$ cat src/rtl/dapf_pkg.sv
// shared types and constants for the destination address and port drop filter
package dapf_pkg;

  typedef enum logic [2:0] {
    CMD_LOOKUP    = 3'd0,
    CMD_WR_RULE   = 3'd1,
    CMD_WR_PORT   = 3'd2,
    CMD_SET_COUNT = 3'd3,
    CMD_CLEAR     = 3'd4
  } dapf_cmd_t;

  localparam logic [7:0] PROTO_TCP = 8'd6;
  localparam logic [7:0] PROTO_UDP = 8'd17;

  typedef enum logic [2:0] {
    S_IDLE,
    S_RULE_RD,
    S_RULE_CHK,
    S_PORT_RD,
    S_PORT_CHK
  } dapf_state_t;

  typedef struct packed {
    logic rule_rd;
    logic port_rd;
  } dapf_rd_req_t;

  typedef struct packed {
    logic rule_wr;
    logic port_wr;
  } dapf_wr_req_t;

  typedef struct packed {
    logic busy;
    logic done;
    logic hit;
  } dapf_seq_status_t;

endpackage

$ cat src/rtl/dapf_match_seq.sv
// lookup sequencer walking rules and ports through one shared equality comparator
module dapf_match_seq #(
  parameter int MAX_RULES = 16,
  parameter int MAX_PORTS = 8,
  localparam int RIW = (MAX_RULES > 1) ? $clog2(MAX_RULES) : 1,
  localparam int PIW = (MAX_PORTS > 1) ? $clog2(MAX_PORTS) : 1,
  localparam int CW  = $clog2(MAX_PORTS + 1),
  localparam int RCW = $clog2(MAX_RULES + 1)
) (
  input  logic                     clk,
  input  logic                     rst,
  input  logic                     start,
  input  logic                     start_tbl,
  input  logic [RCW-1:0]           start_lim,
  input  logic [31:0]              start_addr,
  input  logic [15:0]              start_port,
  input  logic [31:0]              rule_addr_q,
  input  logic [CW-1:0]            rule_cnt_q,
  input  logic [15:0]              port_q,
  output dapf_pkg::dapf_rd_req_t   rd_req,
  output logic [RIW:0]             rule_rd_idx,
  output logic [RIW+PIW:0]         port_rd_idx,
  output dapf_pkg::dapf_seq_status_t status
);

  dapf_pkg::dapf_state_t state, state_next;

  logic           tbl;
  logic [RCW-1:0] rule_lim;
  logic [31:0]    key_addr;
  logic [15:0]    key_port;
  logic [RIW-1:0] rule_ptr;
  logic [PIW-1:0] port_ptr;

  logic [31:0] cmp_a, cmp_b;
  logic        cmp_eq;
  logic        more_rules, more_ports, no_ports;

  // shared comparator
  always_comb begin
    if (state == dapf_pkg::S_PORT_CHK) begin
      cmp_a = {16'd0, port_q};
      cmp_b = {16'd0, key_port};
    end else begin
      cmp_a = rule_addr_q;
      cmp_b = key_addr;
    end
  end
  assign cmp_eq = (cmp_a == cmp_b);

  assign more_rules = (32'(rule_ptr) + 32'd1) < 32'(rule_lim);
  assign more_ports = (32'(port_ptr) + 32'd1) < 32'(rule_cnt_q);
  assign no_ports   = (rule_cnt_q == '0);

  always_comb begin
    state_next = state;
    case (state)
      dapf_pkg::S_IDLE: begin
        if (start) state_next = dapf_pkg::S_RULE_RD;
      end
      dapf_pkg::S_RULE_RD: state_next = dapf_pkg::S_RULE_CHK;
      dapf_pkg::S_RULE_CHK: begin
        if (cmp_eq) begin
          state_next = no_ports ? dapf_pkg::S_IDLE : dapf_pkg::S_PORT_RD;
        end else begin
          state_next = more_rules ? dapf_pkg::S_RULE_RD : dapf_pkg::S_IDLE;
        end
      end
      dapf_pkg::S_PORT_RD: state_next = dapf_pkg::S_PORT_CHK;
      dapf_pkg::S_PORT_CHK: begin
        if (cmp_eq) begin
          state_next = dapf_pkg::S_IDLE;
        end else if (more_ports) begin
          state_next = dapf_pkg::S_PORT_RD;
        end else if (more_rules) begin
          state_next = dapf_pkg::S_RULE_RD;
        end else begin
          state_next = dapf_pkg::S_IDLE;
        end
      end
      default: state_next = dapf_pkg::S_IDLE;
    endcase
  end

  always_comb begin
    rd_req.rule_rd = (state == dapf_pkg::S_RULE_RD);
    rd_req.port_rd = (state == dapf_pkg::S_PORT_RD);
    status.busy    = (state != dapf_pkg::S_IDLE);
    status.done    = 1'b0;
    status.hit     = 1'b0;
    case (state)
      dapf_pkg::S_RULE_CHK: begin
        status.done = (cmp_eq && no_ports) || (!cmp_eq && !more_rules);
        status.hit  = cmp_eq && no_ports;
      end
      dapf_pkg::S_PORT_CHK: begin
        status.done = cmp_eq || (!more_ports && !more_rules);
        status.hit  = cmp_eq;
      end
      default: begin
        status.done = 1'b0;
        status.hit  = 1'b0;
      end
    endcase
  end

  assign rule_rd_idx = {tbl, rule_ptr};
  assign port_rd_idx = {tbl, rule_ptr, port_ptr};

  always_ff @(posedge clk) begin
    if (rst) begin
      state <= dapf_pkg::S_IDLE;
    end else begin
      state <= state_next;
    end
  end

  always_ff @(posedge clk) begin
    case (state)
      dapf_pkg::S_IDLE: begin
        if (start) begin
          tbl      <= start_tbl;
          rule_lim <= start_lim;
          key_addr <= start_addr;
          key_port <= start_port;
          rule_ptr <= '0;
        end
      end
      dapf_pkg::S_RULE_CHK: begin
        port_ptr <= '0;
        if (!cmp_eq) rule_ptr <= rule_ptr + 1'b1;
      end
      dapf_pkg::S_PORT_CHK: begin
        if (!cmp_eq) begin
          if (more_ports) begin
            port_ptr <= port_ptr + 1'b1;
          end else begin
            rule_ptr <= rule_ptr + 1'b1;
          end
        end
      end
      default: begin
      end
    endcase
  end

endmodule

$ cat config.mk
export PLATFORM = sky130hd
export DESIGN_NAME = dapf_match_seq
export DESIGN_NICKNAME = d
export VERILOG_FILES = /design/src/rtl/dapf_pkg.sv /design/src/rtl/dapf_match_seq.sv
export SDC_FILE = /design/constraint.sdc
export NUM_CORES = 1
export LEC_CHECK = 0
export ABC_CLOCK_PERIOD_IN_PS = 2500
export BUFFER_PORTS_ARGS = -buffer_cell sky130_fd_sc_hd__buf_2
export CORE_MARGIN = 2
export CORE_UTILIZATION = 38
export CTS_BUF_LIST = sky130_fd_sc_hd__clkbuf_8
export DETAILED_ROUTE_END_ITERATION = 10
export GPL_ROUTABILITY_DRIVEN = 1
export GPL_TIMING_DRIVEN = 0
export PLACE_DENSITY_LB_ADDON = 0.2
export SLEW_MARGIN = 15
export SYNTH_ARGS = -nofsm -noshare
export SYNTH_HDL_FRONTEND = slang
export SYNTH_SLANG_ARGS = --single-unit
$ cat constraint.sdc
create_clock -name clk -period 2.5 [get_ports clk]
set_input_delay 0.25 -clock clk [delete_from_list [all_inputs] [get_ports clk]]
set_output_delay 0.25 -clock clk [all_outputs]
set_load 0.1 [all_outputs]
# Word-level counts from Yosys, hierarchy flattened
# Cells that the tools add are included.
# word_totals
ff_bits	64
in_bits	109
output_inout_bits	18
word_cells	57
# classes
add_sub_neg	4
magnitude_cmp	2
eq_ne	10
mux	18
n_reduce_logical	16
# ops
operator	count
$mux W32	2
$eq A32 B32 Y1	1
$mux W4	4
$pmux W3 S5	1
$pmux W4 S3	1
$ne A2 B2 Y1 const B	5
$mux W3	3
$mux W2	4
$eq A3 B2 Y1 const B	2
$pmux W3 S2	1
$reduce_bool A3 Y1	2
$add A4 B1 Y5 const B	1
$lt A5 B5 Y1	1
$reduce_and A5 Y1	1
$add A3 B1 Y4 const B	1
$add A4 B1 Y4 const B	1
$logic_not A4 Y1	1
$lt A4 B4 Y1	1
$pmux W2 S2	1
$add A3 B1 Y3 const B	1
$eq A3 B1 Y1 const B	1
$eq A3 B3 Y1 const B	1
$logic_and A1 B1 Y1	3
$logic_not A1 Y1	3
6 further kinds	7

# Logic depth before layout (Yosys ltp)
# Gate-level depths: netlist of the first run.
# logic_depth
depth_word	7
ltp_mapped	9
mapped_depth_nobuf	9

# Worst setup path before layout of the first run
# Ideal clock, no wire load.
# synth_path
kind	register to output
startpoint	reg rule_ptr[0]
endpoint	out status[1] (netlist name)
arrival_ns	3.787
required_time_ns	2.250
slack_ns	-1.537
path_stages_with_launch	9
path_buffers	0
path_cell_list	edfxtp_1 > ha_1 > xor2_1 > ha_1 > a21o_1 > a31oi_1 > o21ai_0 > nand3b_1 > mux2i_1
# synth_rtl
element	line_no	text
start: declaration	dapf_match_seq.sv:32	logic [RIW-1:0] rule_ptr;
start signal: assignment	dapf_match_seq.sv:131	if (!cmp_eq) rule_ptr <= rule_ptr + 1'b1;
start signal: assignment	dapf_match_seq.sv:138	rule_ptr <= rule_ptr + 1'b1;
end: declaration	dapf_match_seq.sv:23	output dapf_pkg::dapf_seq_status_t status

==> results.ini, run 1 <==
[pwr]
vdd_ir_drop_max_mv=0.4194
p_leak_uw=0.001729
powerDensity_mw_per_mm2=981.8

[drt]
ant_nets=0
routed_wl_mm=5.922
wl_per_cell_um=12.74
drc=0
drt_iter0_drc=75
vias=2130
routed_via_density=4.581
drt-pass1-iter-count=4

[hold_path]
worstHoldEndpoint=key_addr[15]$_DFFE_PP_
whs_path_depth=1
hp-start=start_addr[15]
holdCritPathClass=in -> reg

[synthesis]
syn-cell-area_mm2=0.003015
avgSynthCellArea_um2=13.90
yosys_warnings=0
synth_top_cell_by_area=edfxtp_1
synth_edf_count=61
syn-num-nets=335
synth_top_area_frac=0.6075
ys_types=39
syn_inst=217
ys.flop_type=edfxtp_1
ys_ff_latch=64
synthArstFlopShare=0
ys_seq_area_frac=0.6274
synthTopCellsByArea=edfxtp_1 61%, xor2_1 9.9%, xnor2_1 4.9%, ha_1 3.7%, dfxtp_1 2.0%

[worst_setup_path]
cp.arrival_ns=2.70
cp.required_ns=2.25
reg2reg_from=key_addr[13]$_DFFE_PP_
ff2ff_path_depth=8
worstPathMaxFanout=3
critPathCaptureType=output pin
reg2reg_to=rule_ptr[1]$_SDFFCE_PN0P_
crit_type=reg -> out
startpoint_type=flop
r2r_slack_ns=-0.22

[grt]
first_global_vias=2102
grt_max_degree=56
groute.usage.overall=0.1463
grt_antenna_before_repair=0
grt_overflow=0
grt_pass1_wl_mm=9.487

[clock_network]
cts_tree=yes
ctsHtreeMaxLevel=3
holdBufCountCts=0
clkTransAtPathRegs_ns=0.07
clock_path_buffers=2
cts_root_buffer=clkbuf_8
insertion_delay_ns=0.33
cts_buffers=9
cts.sinks=64

[sta]
setup_ws_ns=-0.4535
rsz0062_at_grt=yes
slew_violations=0
tightest_slew_ns=0.7032
finalHoldViolCount=0
finalWorstPathRequiredPeriod_ns=2.953
setup-violations-final=6
max_freq_ghz=0.3386
setup_tns_ns=-1.650
final.setup_skew_ns=0.009572
slew_headroom=0.5312
min_period_over_period=1.181

[final_layout]
instances_no_fill=465
final-seq-area_mm2=0.001893
final_nets=476
n_fill_cell=698
area_growth_syn_to_layout_pct=35.48
drive_above_1_share=0.4683
multi_input_area_mm2=0.001091
design_area_mm2=0.004085
diodes=0

[die]
core_area_mm2=0.007727
row_count=32
start_util=0.3902
die_x_um=93.08
die_h_um=93.08
fp.dieArea_mm2=0.008664
num_io_pins=127

[placed_design]
dp.cells=445
gp_congestion=0.7741
dp_hpwl_mm=4.592
portBuffers=126
place_area_mm2=0.003811

[flow_run]
drv_cap=0

[status]
outcome=finished, violations left
violations=negative setup slack

[how the worst max path moves through the flow]
stage | to | startpoint | depth (start not counted)
2_1_floorplan | status[1] | rule_ptr[0]$_SDFFCE_PN0P_ | 8
3_3_place_gp | status[1] | key_addr[8]$_DFFE_PP_ | 7
3_5_place_dp | status[1] | key_addr[14]$_DFFE_PP_ | 7
4_1_cts | status[1] | key_addr[9]$_DFFE_PP_ | 7
5_1_grt | status[1] | key_addr[13]$_DFFE_PP_ | 7
6_report | status[1] | key_addr[13]$_DFFE_PP_ | 7
[cells in the final DEF, fill, tap and decap left out, drive strengths merged, types with 2 or more instances in the layout]
cell | synthesis | routed
nand3 | 3 | 3
and3 | 2 | 2
and2 | 7 | 7
a21oi | 4 | 4
clkinv | 0 | 4
nor2 | 3 | 3
a31oi | 2 | 2
ha | 9 | 9
nand2 | 8 | 8
or2 | 2 | 2
o211ai | 2 | 2
inv | 9 | 10
a31o | 2 | 2
nor4 | 9 | 9
nor3 | 3 | 3
nor2b | 2 | 2
o21ai | 4 | 4
clkbuf | 0 | 9
xor2 | 34 | 34
dfxtp | 3 | 3
a211o | 2 | 2
o22ai | 2 | 2
xnor2 | 17 | 17
edfxtp | 61 | 61
nand4 | 6 | 6
or3 | 2 | 2
buf | 8 | 138
[worst max-delay path: stages (launching register included)]
cell and delay (ns):
edfxtp_1 0.39, xnor2_1 0.18, nand4_1 0.11, or3_4 0.39
or4_4 0.43, a221o_2 0.45, mux2i_4 0.22, buf_12 0.20
[cells in the mapped netlist (2+ instances only)]
cell type,instances
a211o_1,2
a21oi_1,4
a31oi_1,2
and2_1,7
and3_1,2
buf_4,7
dfxtp_1,3
edfxtp_1,61
ha_1,9
inv_1,9
nand2_1,8
nand3_1,3
nand4_1,6
nor2_1,2
nor2b_1,2
nor3_1,3
nor4_1,9
o211ai_1,2
o21ai_0,4
o22ai_1,2
or2_2,2
or3_1,2
xnor2_1,17
xor2_1,34
[timing repair]
action / in CTS / in global routing
setup buffers: 3 / 1
pin swaps: 5 / 1
endpoints found under the setup margin: 6 / 6
resized for setup: 11 / 2
[report_power, final]
group | internal, uW | switching, uW
Sequential | 1490 | 110
Combinational | 455 | 1120
Clock | 451 | 381
Total | 2400 | 1610
[metrics by stage]
step | power (uW) | utilization | setup slack [ns] | hold slack, ns
final | 4011 | 0.5287 | -0.4535 | 0.08710
after global routing | 4255 | 0.5287 | -0.5615 | 0.05900
after CTS | 4061 | 0.5262 | -0.4477 | 0.06865
after detailed placement | 3199 | 0.4932 | -0.3913 | 0.4281
after global placement | 3170 | 0.4930 | -0.3824 | 0.4262
after floorplan | 2866 | - | -0.5996 | 0.3489
[routing by layer]
| metal | share of wire | global-route usage | vias up |
|---|---|---|---|
| met3 | 0.083 | 0.06205 | 8 |
| met1 | 0.39 | 0.1616 | 968 |
| met4 | 0.015 | 0.06005 | 0 |
| met5 | 0 | 0 | - |
| li1 | - | - | 1076 |
| met2 | 0.51 | 0.2482 | 78 |
[registers in the layout, summed over array words and instances, names as in the netlist]
name and flops:
rule_lim 5, state 3, tbl 1, key_port 16
rule_ptr 4, key_addr 32, port_ptr 3
[cell families (layout without fill, tap and decap cells)]
group / count (synthesis) / in the layout / share of synthesized area
flip-flops: 64 / 64 / 0.6274
AND/OR/NAND/NOR: 53 / 53 / 0.1033
XOR/XNOR: 51 / 51 / 0.1481
AO/OA/AOI/OAI: 21 / 21 / 0.04647
buffers and inverters: 17 / 163 / 0.03029
adder cells (fa/ha/maj): 9 / 9 / 0.03735
multiplexers: 2 / 2 / 0.007054
[final cells by class]
class,count,area share
flip-flops and latches,64,0.4634
multi-input cells,136,0.2671
repair buffers,130,0.1700
well taps,102,0.03124
clock buffers,9,0.03032
clock inverters,7,0.01562
plain buffers,8,0.01409
inverters,9,0.008270
No activity file was read; power rests on OpenSTA's default activity.
==> run 2: changes to the inputs <==
--- a/config.mk
+++ b/config.mk
@@ -5,6 +5,7 @@
 export SDC_FILE = /design/constraint.sdc
 export NUM_CORES = 1
 export LEC_CHECK = 0
+export ABC_AREA = 1
 export ABC_CLOCK_PERIOD_IN_PS = 2500
 export BUFFER_PORTS_ARGS = -buffer_cell sky130_fd_sc_hd__buf_2
 export CORE_MARGIN = 2
==> results.ini, run 2 <==
[synthesis]
syn-num-nets=480
ys.flop_type=edfxtp_1
synthTopCellsByCount=92 x nand2_1, 73 x inv_1, 61 x edfxtp_1, 46 x nor2_1, 14 x o21ai_0
avgSynthCellArea_um2=9.132
synthTopCellsByArea=edfxtp_1 55%, nand2_1 10%, inv_1 8.3%, nor2_1 5.2%, ha_1 3.4%
synth.most_common_cell=nand2_1
synthArstFlopShare=0
yosys_warnings=0
syn_inst=362
ys_types=26
syn-cell-area_mm2=0.003306
ys_ff_latch=64
synth_top_area_frac=0.5541
synth_top_cell_by_area=edfxtp_1
synth_edf_count=61
ys_seq_area_frac=0.5723

[hold_path]
whs_path_depth=1
holdCritPathClass=in -> reg

[clock_network]
cts_buffers=9
clkTransAtPathRegs_ns=0.07
insertion_delay_ns=0.33
ctsHtreeMaxLevel=3
clock_path_buffers=2
cts_root_buffer=clkbuf_8
cts.sinks=64
cts_tree=yes
holdBufCountCts=0

[final_layout]
final_common_cell=buf_2
area_growth_syn_to_layout_pct=35.01
top_register=key_addr
final_nets=625
drive_above_1_share=0.3581
design_area_mm2=0.004463
largest_reg_flops=32
instances_no_fill=619
fin_util=0.5194
final_cell_mix=124 x buf_2, 87 x nand2_1, 71 x inv_1
reg.largest.list=key_addr (32), key_port (16), rule_lim (5)
diodes=0

[sta]
tightest_slew_ns=0.7831
rsz0062_at_grt=yes
finalWorstPathRequiredPeriod_ns=2.561
slew_headroom=0.4767
finalHoldViolCount=0
setup-violations-final=1
max_freq_ghz=0.3905
setup_ws_ns=-0.06093
final.setup_skew_ns=0.005964
min_period_over_period=1.024
slew_violations=0

[grt]
grt_max_degree=30
grt_overflow=0
first_global_vias=2680
grt_antenna_before_repair=0
grt_pass1_wl_mm=11.46
groute.usage.overall=0.1535

[die]
row_count=34
fp.dieArea_mm2=0.009461
start_util=0.3847
core_area_mm2=0.008593
num_io_pins=127
die_x_um=97.27
die_h_um=97.27

[drt]
drc=0
ant_nets=0
wl_per_cell_um=11.14
routed_wl_mm=6.894
drt_iter0_drc=109
routed_via_density=4.336
vias=2684
drt-pass1-iter-count=4

[pwr]
vdd_ir_drop_max_mv=0.4550
total_power_uw=3156
p_leak_uw=0.002254
powerDensity_mw_per_mm2=707.1

[worst_setup_path]
critPathCaptureType=output pin
startpoint_type=flop
cp.required_ns=2.25
ff2ff_path_depth=9
worstPathMaxFanout=2
crit_type=reg -> out
cp.arrival_ns=2.31

[status]
violations=negative setup slack
outcome=finished, violations left

[flow_run]
drv_cap=0

[placed_design]
dp.cells=597
pre_cts_slack_ns=-0.05665
dp_hpwl_mm=5.299
portBuffers=126
gp_congestion=0.8457
place_area_mm2=0.004133

[run 2: path summary, 6_finish.rpt]
| check | slack (ns) | end | start |
|---|---|---|---|
| worst max-delay path | -0.06 | status[1] | rule_ptr[0]$_SDFFCE_PN0P_ |
| worst min-delay path | 0.09 | rule_lim[3]$_DFFE_PP_ | start_lim[3] |
| worst max register to register | 0.40 | rule_ptr[1]$_SDFFCE_PN0P_ | port_ptr[0]$_SDFFCE_PN0P_ |
| worst min register to register | 0.53 | state[2]$_SDFFE_PP0P_ | state[2]$_SDFFE_PP0P_ |
[run 2: critical path, cell delays in order, from the launching register on]
cell and delay, ns:
edfxtp_1 0.41, ha_2 0.23, nor2_2 0.13, nor2_2 0.06
ha_1 0.28, nand2_1 0.06, inv_1 0.04, o21ai_2 0.11
o2111ai_2 0.16, nand2_1 0.12, nand2_1 0.07, nand2_2 0.08
o21ai_4 0.06, buf_12 0.16
[run 2: routing by layer]
metal  GRT usage  up-vias  part of all wire
li1            -     1418                 -
met1      0.1625     1171              0.38
met2      0.2847       81              0.54
met3     0.04604       14             0.055
met4     0.05983        0             0.022
met5           0        -                 0
[run 2: cell type report]
cell class / instances / area [um^2]
fillers: 819 / 4130
inverters: 74 / 277.8
clock buffers: 9 / 123.9
multi-input cells: 217 / 1166
clock inverters: 6 / 75.07
repair buffers: 134 / 733.2
plain buffers: 7 / 56.30
well taps: 108 / 135.1
flip-flops and latches: 64 / 1896
[run 2: cell families (layout without fill, tap and decap cells)]
kind of cell | Yosys count | count (layout) | synth area share
xor gates and xnor gates | 19 | 19 | 0.05034
adders and majority gates | 9 | 9 | 0.03407
buffers and inverters | 81 | 230 | 0.1011
and+or+nand+nor | 165 | 165 | 0.2036
DFF | 64 | 64 | 0.5723
AOI/OAI and AO/OA | 24 | 24 | 0.03861
[run 2: through the flow]
stage / hold WS, ns / TNS, ns
floorplan: 0.3191 / -1.339
global placement: 0.4263 / -0.04894
detailed placement: 0.4281 / -0.05665
CTS: 0.07159 / -0.06984
global route: 0.05873 / -0.2175
finish: 0.09134 / -0.06093
[run 2: what timing repair did]
item                                    in CTS  in global routing
endpoints found under the setup margin       2                  2
pin swaps                                   10                 10
setup buffers                                6                  1
gates resized for setup                     18                  7
gates cloned                                 0                  0
[run 2: power breakdown]
group / internal, uW / leakage (uW) / switching (uW)
combinational: 275 / 0.00155 / 602
sequential: 1320 / 0.000610 / 53.5
clock: 542 / 0.0000992 / 366
==> run 3: changes to the inputs <==
--- a/config.mk
+++ b/config.mk
@@ -8,7 +8,7 @@
 export ABC_AREA = 1
 export ABC_CLOCK_PERIOD_IN_PS = 2500
 export BUFFER_PORTS_ARGS = -buffer_cell sky130_fd_sc_hd__buf_2
-export CORE_MARGIN = 2
+export CORE_MARGIN = 4
 export CORE_UTILIZATION = 38
 export CTS_BUF_LIST = sky130_fd_sc_hd__clkbuf_8
 export DETAILED_ROUTE_END_ITERATION = 10
==> results.ini, run 3 (synthesis results as in run 2) <==
[sta]
tightest_slew_ns=0.5872
setup-violations-final=1
setup_ws_ns=-0.05160
min_period_over_period=1.021
final.setup_skew_ns=0.01392
slew_violations=0
finalWorstPathRequiredPeriod_ns=2.552
max_freq_ghz=0.3919
slew_headroom=0.6076
finalHoldViolCount=0
setup_tns_ns=-0.05160
rsz0062_at_grt=yes

[status]
violations=negative setup slack
outcome=finished, violations left

[drt]
routed_via_density=4.345
vias=2672
drc=0
wl_per_cell_um=11.31
drt_iter0_drc=52
ant_nets=0
routed_wl_mm=6.953
drt-pass1-iter-count=4

[clock_network]
holdBufCountCts=0
cts_root_buffer=clkbuf_8
cts_tree=yes
insertion_delay_ns=0.34
clock_path_buffers=2
ctsHtreeMaxLevel=3
cts_buffers=9
cts.sinks=64
clkTransAtPathRegs_ns=0.07

[final_layout]
area_growth_syn_to_layout_pct=35.31
final_nets=624
drive_above_1_share=0.3549
diodes=0
final_cell_mix=124 x buf_2, 87 x nand2_1, 72 x inv_1
top_register=key_addr
reg.largest.list=key_addr (32), key_port (16), rule_lim (5)
final_common_cell=buf_2
largest_reg_flops=32
design_area_mm2=0.004473

[pwr]
powerDensity_mw_per_mm2=706.6
total_power_uw=3161
vdd_ir_drop_max_mv=0.3274
p_leak_uw=0.002263

[die]
fp.dieArea_mm2=0.01026
num_io_pins=127
core_area_mm2=0.008341
row_count=33
start_util=0.3963
die_x_um=101.3
die_h_um=101.3

[grt]
groute.usage.overall=0.1420
grt_max_degree=22
first_global_vias=2671
grt_antenna_before_repair=0
grt_pass1_wl_mm=11.25
grt_overflow=0

[placed_design]
place_area_mm2=0.004164
gp_congestion=0.8001
portBuffers=126
dp_hpwl_mm=5.536

[flow_run]
drv_cap=0

[hold_path]
holdCritPathClass=in -> reg

[worst_setup_path]
cp.arrival_ns=2.30
crit_type=reg -> out
startpoint_type=flop
worstPathMaxFanout=2
critPathCaptureType=output pin
cp.required_ns=2.25

[run 3: cell count changes in the layout (fill, tap and decap cells not counted), sizes merged]
cell	delta
buf	-1
inv	+1
clkinv	-1
[run 3: power by group]
part / leakage (uW) / internal, uW / switching (uW)
logic: 0.00155 / 283 / 599
clock network: 0.000105 / 544 / 368
registers: 0.000609 / 1320 / 51.4
[run 3: routing by layer]
metal  up-vias  routed length (um)  GRT usage
li1       1425                   -          -
met1      1157                2664     0.1541
met2        79                3529     0.2420
met3        11                 624    0.05854
met4         0                 134    0.06442
met5         -                   0          0
[run 3: worst max-delay path, cell delays in order, from the launching register on]
cell and delay (ns):
edfxtp_1 0.41, ha_2 0.21, nor2_2 0.14, nor2_2 0.05
ha_1 0.29, buf_4 0.10, nand4_1 0.09, o2111ai_2 0.12
inv_1 0.07, nand2_1 0.08, nand2_2 0.07, o21ai_4 0.15
buf_12 0.19
[run 3: timing repair]
item | CTS | global route
gates resized for setup | 6 | 16
setup endpoints to repair | 2 | 2
setup buffers | 2 | 3
pin swaps | 1 | 7
[run 3: per-stage QoR]
stage,hold WS (ns),utilization,worst slack [ns],instances
floorplan,0.3191,-,-0.5209,362
finish,0.08251,0.5363,-0.05160,615
global route,0.05109,0.5363,-0.1911,615
detailed placement,0.4281,0.4993,-0.09020,595
global placement,0.4262,0.4926,-0.04669,593
CTS,0.05645,0.5273,-0.1144,612
[run 3: final timing paths]
path | slack, ns | depth (start not counted) | from | endpoint
worst max register to register | 0.33 | 9 | port_ptr[0]$_SDFFCE_PN0P_ | rule_ptr[1]$_SDFFCE_PN0P_
worst min register to register | 0.52 | 1 | state[2]$_SDFFE_PP0P_ | state[2]$_SDFFE_PP0P_
worst max-delay path | -0.05 | 12 | rule_ptr[0]$_SDFFCE_PN0P_ | status[1]
worst min-delay path | 0.08 | 1 | start_addr[3] | key_addr[3]$_DFFE_PP_
[run 3: layout make-up]
class / count / area, um^2
fill: 783 / 3867
sequential: 64 / 1893
multi-input combinational: 217 / 1161
timing repair buffer: 133 / 753.2
inverter: 74 / 277.8
tap: 105 / 131.4
clock buffer: 9 / 123.9
clock inverter: 6 / 76.32
buffer: 7 / 56.30
